<file path="src/rtl/lae_ram.sv">
// ============================================================================
// lae_ram
// Generic simple dual-port RAM: one write port, one read port, read data registered.
// ============================================================================
module lae_ram #(
    parameter int WIDTH = 8,
    parameter int DEPTH = 64
) (
    input  logic                     clk,
    input  logic                     we,
    input  logic [$clog2(DEPTH)-1:0] waddr,
    input  logic [WIDTH-1:0]         wdata,
    input  logic [$clog2(DEPTH)-1:0] raddr,
    output logic [WIDTH-1:0]         rdata
);

    logic [WIDTH-1:0] mem_reg [DEPTH];
    logic [WIDTH-1:0] rdata_reg;

    always_ff @(posedge clk)
    begin
        if (we)
        begin
            mem_reg[waddr] <= wdata;
        end
        rdata_reg <= mem_reg[raddr];
    end

    assign rdata = rdata_reg;

endmodule

</file>
<file path="config.mk">
export PLATFORM = sky130hd
export DESIGN_NAME = lae_ram
export DESIGN_NICKNAME = d
export VERILOG_FILES = /design/src/rtl/lae_ram.sv
export SDC_FILE = /design/constraint.sdc
export NUM_CORES = 1
export LEC_CHECK = 0
export BUFFER_PORTS_ARGS = -buffer_cell sky130_fd_sc_hd__buf_2
export CELL_PAD_IN_SITES_DETAIL_PLACEMENT = 1
export CELL_PAD_IN_SITES_GLOBAL_PLACEMENT = 2
export CORE_ASPECT_RATIO = 1.5
export CORE_MARGIN = 10
export CORE_UTILIZATION = 45
export DETAILED_ROUTE_END_ITERATION = 12
export GPL_ROUTABILITY_DRIVEN = 0
export PLACE_DENSITY_LB_ADDON = 0.1
export SLEW_MARGIN = 5
export SYNTH_ARGS = -nofsm -noshare
export SYNTH_HDL_FRONTEND = slang
export SYNTH_SLANG_ARGS = --single-unit
</file>
<file path="constraint.sdc">
create_clock -name clk -period 1.92 [get_ports clk]
set_input_delay 0.288 -clock clk [delete_from_list [all_inputs] [get_ports clk]]
set_output_delay 0.288 -clock clk [all_outputs]
set_load 0.02 [all_outputs]
</file>
==> results list <==
* Run status: finished with violations
- Violated checks: negative setup slack
- The largest single stage delay on the critical path is 550 ps.
* Number of nets in the layout: 1155
- Total negative setup slack: -1.40 ps
- Kind of start point of the critical path: flip-flop
* Max_slew headroom: 0.265
* Residual DRC: 0
- Clock latency on the worst-skew pair: 560 ps
- Clock-pin slew was measured on the worst setup and hold paths at 70 ps.
- Cell seen most often among critical-path stages: mux4_2
- The number of hold violations in the final report was 0.
- For this design the ratio of total power to cell area is 987 mW/mm^2.
* Instance count of the mapped netlist: 940
* Setup repair after global routing missed its margin: true
* Crit path DAT: 2370 ps
- Initial core utilization: 0.457
- Number of clock sinks: 520
* Fillcell total: 3897
- Total die area: 0.0539 sq mm
* Buffer type at the clock tree root: clkbuf_16
- edfxtp_1 takes more of the synthesized area than any other cell.
* Detailed Routing Iterations Pass 1: 5
- The critical path is of the reg -> reg type.
- The count of nets left with antenna violations once routing finished came out at 0.
- Reported leakage power: 7.73 nW
* Type of the tightest min-delay check: in -> reg
- Before CTS, the worst setup slack after placement is -554 ps.
- Dividing the detail-routed via count by the number of cells gives 5.76.
- Maximum number of pins on one net before global-route repair: 65
* Vias in the first global route: 11100
* Share of the cycle needed by the critical path after routing: 1.00
- The share of synthesized area in the top cell type comes to 0.762.
- Global-route wire length before repair: 75000 um
- The number of antenna violations at the first check in global routing came to 2.
- After detailed routing, the total wire length is 50900 um.
- Die X: 193 um
- TritonCTS built the clock tree.
- Number of warnings printed during yosys synthesis: 0
- Sequential cell area: 0.0155 sq mm
- Summed over all layers, the global routing overflow is 0.
- Required @ worst endpoint: 2360 ps
* Worst Slack Setup Final: -1.40 ps
* Number of buffers inserted for hold repair after clock tree synthesis: 0
- Summing all placed instances gives a cell area of 0.0221 sq mm.
* Cell area after technology mapping: 0.0202 sq mm
- Crit-path max FO: 1
- Design Area, Final: 0.0238 sq mm
* Proportion of synthesized chip area in sequential cells: 0.770
- Reg2Reg Depth: 5
- Worst-case clock buffer depth: 3
- Along the worst hold path, the cell count comes to 1.
- For the finished layout, the period the worst path requires is 1920 ps.
- Pin placement for this block handled 30 I/O pins.
* Signed area change from the synthesized netlist to the final layout: 17.8%
- Count of flip-flops with a built-in enable after synthesis: 512
- The most used flip-flop cell after synthesis is edfxtp_1.
- In this run the number of H-tree levels came out at 2.
- For the pin with the worst max-slew slack, the measured transition is 1100 ps.
- Row count: 94
- Setup violations remaining at the end of the flow were counted as 1.
- Master of the slowest instance on the critical path: mux4_2
* Total Routing Usage GR: 0.192
* Library cells used by synthesis: 40
* Count of buffers from port buffering: 29
* Async SR Flop Fraction: 0
- Detailed Route Iter0 Violations: 849
- Max-cap viol count: 0
* Core area: 0.0441 sq mm
- Max FFs per register: 512
* Post-detail-place hpwl: 34300 um
* Worst voltage drop across the vdd grid: 0.790 mV
* Biggest area contributors in the synthesized netlist: edfxtp_1 (76%), mux4_2 (14%), nor2_1 (1.5%)
* Worst-path cell chain: mux4_2 -> mux4_2 -> nor2_4 -> nor3_2 -> o2bb2ai_2
- Average cell area after synthesis: 21.5 sq um
- Synthesis inferred 520 register bits.
* Post-CTS Setup Repair Bufs: 0
* Final number of max-transition violations: 0
- Total clock buffers created by CTS: 50
- In the final layout, the share of cells above drive strength 1 is 0.348.
- The number of nets in the synthesized netlist is 962.
- Vias: 10100
- Total power for the finished layout comes to 23.4 mW.
- In this run the vertical extent of the chip is 279 um.
* Per-cell routed wire length: 29.1 um
* Final worst clock skew: 9.64 ps
- The worst setup path is captured at a flip-flop.
- In the final layout, the multi-input gates occupy 0.00437 sq mm.
* Maximum frequency from static timing analysis: 520 MHz
[cells in the mapped netlist, types with 3 or more instances]
cell,count
a211oi_1,4
a21oi_1,3
a221oi_1,6
a22oi_1,3
buf_1,4
buf_2,11
buf_4,13
buf_6,4
clkbuf_1,17
dfxtp_1,8
edfxtp_1,512
mux2_2,13
mux2i_1,23
mux4_2,126
nand2_1,19
nand2b_1,7
nand3_1,13
nand3b_1,3
nor2_1,83
nor2b_1,14
nor3_1,7
o2111ai_1,3
o221ai_1,8
o22ai_1,8
o2bb2ai_1,3
[cells by family after synthesis]
logic type / count (synthesis) / share of synthesized area
AOI/OAI and AO/OA: 54 / 0.0207
muxes: 162 / 0.159
and+or+nand+nor: 153 / 0.0339
DFF: 520 / 0.770
buffers and inverters: 51 / 0.0157
[through the flow]
| stage | std cells | util | hold WS [ps] |
|---|---|---|---|
| floorplan | 940 | - | 387 |
| global placement | 1657 | 0.502 | 718 |
| detailed placement | 1657 | 0.502 | 721 |
| CTS | 1747 | 0.538 | 170 |
| global route | 1748 | 0.539 | 195 |
| finish | 1748 | 0.539 | 194 |
[critical path: cells and delay by family (launching register included)]
family	cells	cell delay, ps
flip-flops	1	380
AO/OA/AOI/OAI	1	160
AND/OR/NAND/NOR	2	230
multiplexers	2	1030
[area by class of cell]
cell class                 count  area share
timing repair buffer         192      0.0656
clock inverter                24     0.00816
antenna                        1    0.000105
clock buffer                  66      0.0579
sequential                   520       0.654
multi-input combinational    369       0.184
tap                          576      0.0303
[timing repair]
action / in CTS / in global routing
setup endpoints to repair: 4 / 4
pin swaps: 0 / 4
resized for setup: 6 / 5
[where the power goes]
group	switching [mW]	internal (mW)	leakage [nW]
Combinational	0.817	0.582	2.29
Clock	4.02	5.42	0.758
Sequential	0.0422	12.6	4.67
Total	4.88	18.6	7.73
[routing by layer]
metal / vias up / GRT usage / share of wire
met1: 5466 / 0.235 / 0.39
met2: 223 / 0.342 / 0.54
met4: 0 / 0.0600 / 0.027
met3: 72 / 0.0255 / 0.038
met5: - / 0 / 0
li1: 4303 / - / -
[final timing paths]
kind,startpoint,to,slack (ps)
setup / recovery,mem_reg[14][2],rdata[2],-1
hold / removal,wdata[5],mem_reg[36][5],190
setup reg to reg,mem_reg[14][2],rdata[2],-1
hold reg to reg,mem_reg[27][6],rdata[6],840
[layout by cell type, fill, tap and decap left out, types with 14 or more instances in the layout]
cell and count:
clkbuf_16 53, edfxtp_1 512, buf_2 26, nor2_1 82, mux4_2 126, mux2i_1 23
buf_12 14, nor2b_1 14, buf_4 151, nand2_1 19
No activity file was read; power rests on OpenSTA's default activity.
