## config.mk

```make
export PLATFORM = sky130hd
export DESIGN_NAME = lae_row_update
export DESIGN_NICKNAME = d
export VERILOG_FILES = /design/src/rtl/lae_pkg.sv /design/src/rtl/lae_row_update.sv
export SDC_FILE = /design/constraint.sdc
export NUM_CORES = 2
export LEC_CHECK = 0
export BUFFER_PORTS_ARGS = -buffer_cell sky130_fd_sc_hd__buf_2
export CORE_AREA = 2 2 497 499
export DETAILED_ROUTE_END_ITERATION = 12
export DIE_AREA = 0 0 499 501
export GPL_ROUTABILITY_DRIVEN = 0
export GPL_TIMING_DRIVEN = 0
export SYNTH_ARGS = -nofsm -noshare
export SYNTH_HDL_FRONTEND = slang
export SYNTH_SLANG_ARGS = --single-unit
```

## constraint.sdc

```tcl
create_clock -name vclk -period 3.9
set_clock_uncertainty 0.1 [all_clocks]
set_input_delay 0.585 -clock vclk [all_inputs]
set_output_delay 0.585 -clock vclk [all_outputs]
set_load 0.05 [all_outputs]
```

## src/rtl/lae_pkg.sv

```systemverilog
// ============================================================================
// lae_pkg
// Shared constants and types for the cellular automaton engine: board limits,
// request codes, configuration register indexes and the row type.
// ============================================================================
package lae_pkg;

    // Board limits; one memory word holds one full row of the board.
    localparam int MAX_WIDTH  = 256;
    localparam int MAX_HEIGHT = 64;

    localparam int COL_W     = 8;                    // column field width
    localparam int ROW_AW    = $clog2(MAX_HEIGHT);   // row address width
    localparam int ROW_CNT_W = ROW_AW + 1;           // row counter, holds MAX_HEIGHT

    // Configuration registers
    localparam int WIDTH_REG_W  = 9;
    localparam int HEIGHT_REG_W = 7;
    localparam int CFG_DATA_W   = 9;
    localparam int CFG_IDX_W    = 1;

    localparam logic [CFG_IDX_W-1:0] CFG_BOARD_WIDTH  = 1'd0;
    localparam logic [CFG_IDX_W-1:0] CFG_BOARD_HEIGHT = 1'd1;

    localparam logic [WIDTH_REG_W-1:0]  WIDTH_RESET  = 9'd150;
    localparam logic [HEIGHT_REG_W-1:0] HEIGHT_RESET = 7'd60;

    // Request and response codes
    localparam logic [1:0] REQ_WRITE   = 2'd0;
    localparam logic [1:0] REQ_READ    = 2'd1;
    localparam logic [1:0] REQ_ADVANCE = 2'd2;

    // Rule B3/S23
    localparam logic [3:0] LIFE_BIRTH   = 4'd3;
    localparam logic [3:0] LIFE_SURVIVE = 4'd2;

    typedef logic [MAX_WIDTH-1:0] row_t;

endpackage

```

## src/rtl/lae_row_update.sv

```systemverilog
// ============================================================================
// lae_row_update
// Next-generation row: applies rule B3/S23 to every column of one row from
// the rows above, at and below it. Cells past either end count as dead.
// ============================================================================
module lae_row_update (
    input  lae_pkg::row_t up_row,
    input  lae_pkg::row_t mid_row,
    input  lae_pkg::row_t down_row,
    input  lae_pkg::row_t col_mask,
    input  logic          row_valid,
    output lae_pkg::row_t next_row
);

    logic [lae_pkg::MAX_WIDTH+1:0] up_x;
    logic [lae_pkg::MAX_WIDTH+1:0] mid_x;
    logic [lae_pkg::MAX_WIDTH+1:0] down_x;

    assign up_x   = {1'b0, up_row, 1'b0};
    assign mid_x  = {1'b0, mid_row, 1'b0};
    assign down_x = {1'b0, down_row, 1'b0};

    // Each column is independent: count its eight neighbours and decide.
    always_comb
    begin
        logic [3:0] cnt;
        cnt      = '0;
        next_row = '0;
        for (int i = 0; i < lae_pkg::MAX_WIDTH; i++)
        begin
            cnt = 4'(up_x[i]) + 4'(up_x[i+1]) + 4'(up_x[i+2])
                + 4'(mid_x[i]) + 4'(mid_x[i+2])
                + 4'(down_x[i]) + 4'(down_x[i+1]) + 4'(down_x[i+2]);
            if (mid_row[i])
            begin
                next_row[i] = (cnt == lae_pkg::LIFE_SURVIVE) || (cnt == lae_pkg::LIFE_BIRTH);
            end
            else
            begin
                next_row[i] = (cnt == lae_pkg::LIFE_BIRTH);
            end
            next_row[i] = next_row[i] & col_mask[i] & row_valid;
        end
    end

endmodule

```

==> impl_metrics.toml <==
[setup_path]
cp_common_cell = "fa_1"
path_class = "input pin to output port"
end_kind = "output port"
required_ps = 3210
max_stage_delay_ps = 540
cp_top_family = "adder cells"
crit_buf_inv = 4
arrival_ps = 3730
path_max_fanout = 2
cp-start-kind = "input pin"
critPathSlowestCell = "fa_1"
path_cells = "buf_12, clkinvlp_4, fa_1, fa_1, fa_1, inv_2, ha_4, fa_1, o2111ai_2, a21oi_4, buf_6"

[floorplanning]
die_h_um = 501
die_w_um = 499
initial_utilization_pct = 18.2
dieArea_um2 = 250000
io_pins = 1281
core_um2 = 245000
row_count = 182

[sta]
maxSlewHeadroom_pct = 37.3
tightest_slew_ps = 940
fmax_ghz = 0.226
drv_slew = 0
setup_viol = 254
finalHoldViolations = 0
setup_slack_ps = -516
rsz0062_at_grt = "yes"
min_period_ps = 4420
timing.final.crit_share_pct = 113

[cts]
ctsHoldBuffers = 0

[power_and_ir_drop]
power_density_nw_per_um2 = 264
power_frac_seq_pct = 0
p_int_mw = 7.82
clock_power_share_pct = 0
power.leakage_nw = 31.5
comb_power_share_pct = 100.0
p_total_mw = 17.5
ir_drop_mv = 0.151
p_switching_mw = 9.65
switching_share_pct = 55.2

[final_layout]
fill_cells = 26100
drive_above_1_share_pct = 45.1
regArea_um2 = 0
area_delta_synth_final_pct = 48.8
nFlopsAndLatches = 0
layout.nets = 9052
final_common_cell = "inv_1"
clkbuf_count = 0
layout_common_cells = "1,318 x inv_1, 1,010 x fa_1, 849 x buf_2"
final_cells = 9568

[global_routing]
grt_usage_pct = 18.3
overflow = 0
grt_pass1_vias = 41600
grt_pass1_wl_um = 319000
antenna_found_initial = 193
grt_max_degree = 11

[drt]
drt_iter0_drc = 1933
wl_met1_um = 88200
via_per_inst = 4.12
ant_nets = 0
wl_met3_um = 27100
route.met2.wl_um = 104000
maxUsedRoutingLayer = "met5"
firstDrtPassIters = 5
drc = 0
avgRoutedWirePerCell_um = 24.3
via_count = 39400
wl_um = 233000

[place]
place_inst = 9374
io_buffers = 1280
dp_hpwl_um = 222000

[synthesis]
ys_seq_area_share_pct = 0
yosysWarnings = 0
synth_cells = 4873
avgSynthCellArea_um2 = 9.13
syn-num-nets = 7682
ys_types = 16
netlist_area_um2 = 44500

[outcome]
status = "finished with violations"
violations = "setup timing"

[run]
drv_cap = 0

[worst_hold_path]
hold_path.class = "input pin to output port"
## layer usage
layer  vias to the layer above  track usage, %
li1                      18100               -
met1                     19200            21.2
met5                         -               0
met2                      1610            28.6
met4                        84            9.10
met3                       450            8.04
## worst paths after layout
path / from / to / slack (ps) / cells after the start
max: mid_row[79] / next_row[80] / -520 / 11
min: col_mask[124] / next_row[124] / 1440 / 4
## cells in the mapped netlist
| master | number | area, um^2 |
|---|---|---|
| a21oi_1 | 507 | 2540 |
| a221oi_2 | 1 | 15.0 |
| buf_2 | 27 | 135 |
| clkbuf_1 | 1 | 3.75 |
| fa_1 | 1020 | 20400 |
| ha_1 | 764 | 9560 |
| inv_1 | 1786 | 6700 |
| nand2b_1 | 1 | 6.26 |
| nand3_1 | 253 | 1270 |
| nand3b_1 | 1 | 7.51 |
| nand4b_1 | 2 | 17.5 |
| nor2_1 | 2 | 7.51 |
| nor2b_4 | 1 | 13.8 |
| o2111ai_1 | 253 | 2220 |
| or2_2 | 253 | 1580 |
| or4b_4 | 1 | 13.8 |
## cell families (layout without fill, tap and decap cells)
logic type      count (synthesis)  count (layout)  share of synthesized area [%]
compound gates                761             761                           10.7
buf+inv                      1814            3182                           15.4
simple gates                  514             514                           6.55
other cells                     0             107                              0
fa+ha+maj                    1784            1784                           67.4
## through the flow
step | hold slack [ps] | instance area [um^2] | setup slack [ps] | util (%) | setup TNS (ps)
floorplan | 1230 | 49600 | -306 | - | -17080
global placement | 1490 | 60000 | -1030 | 24.5 | -123340
detailed placement | 1500 | 60000 | -1050 | 24.5 | -124690
CTS | 1450 | 64300 | -613 | 26.3 | -81250
global route | 1450 | 66200 | -591 | 27.0 | -95480
finish | 1440 | 66200 | -516 | 27.1 | -72500
## tightest hold or removal path, cell delays in order
cell and delay [ps]:
buf_2 100, o2111ai_2 90, a21oi_4 40, buf_6 140
## power by group through the flow
| stage | combinational, mW | sequential [mW] | clock [mW] |
|---|---|---|---|
| global placement | 15.7 | 0 | 0 |
| CTS | 17.2 | 0 | 0 |
| floorplan | 12.1 | 0 | 0 |
| global route | 19.7 | 0 | 0.00000280 |
| finish | 17.5 | 0 | 0.00000380 |
| detailed placement | 15.9 | 0 | 0 |
## layout make-up
class              instances  area, um^2  share of cell area (%)
diodes                   107         268                   0.404
repair buffers          1368       11200                    16.9
multi-input cells       3059       43400                    65.6
inverters               1786        7200                    10.9
well taps               3220        4030                    6.08
plain buffers             28         140                   0.212
## timing repair
action / in CTS / in global routing
gates resized for setup: 1555 / 436
cloned: 0 / 0
setup buffers: 38 / 49
endpoints found under the setup margin: 254 / 254
pin swaps: 367 / 332
Note: power is estimated with default switching activity, not from simulation.
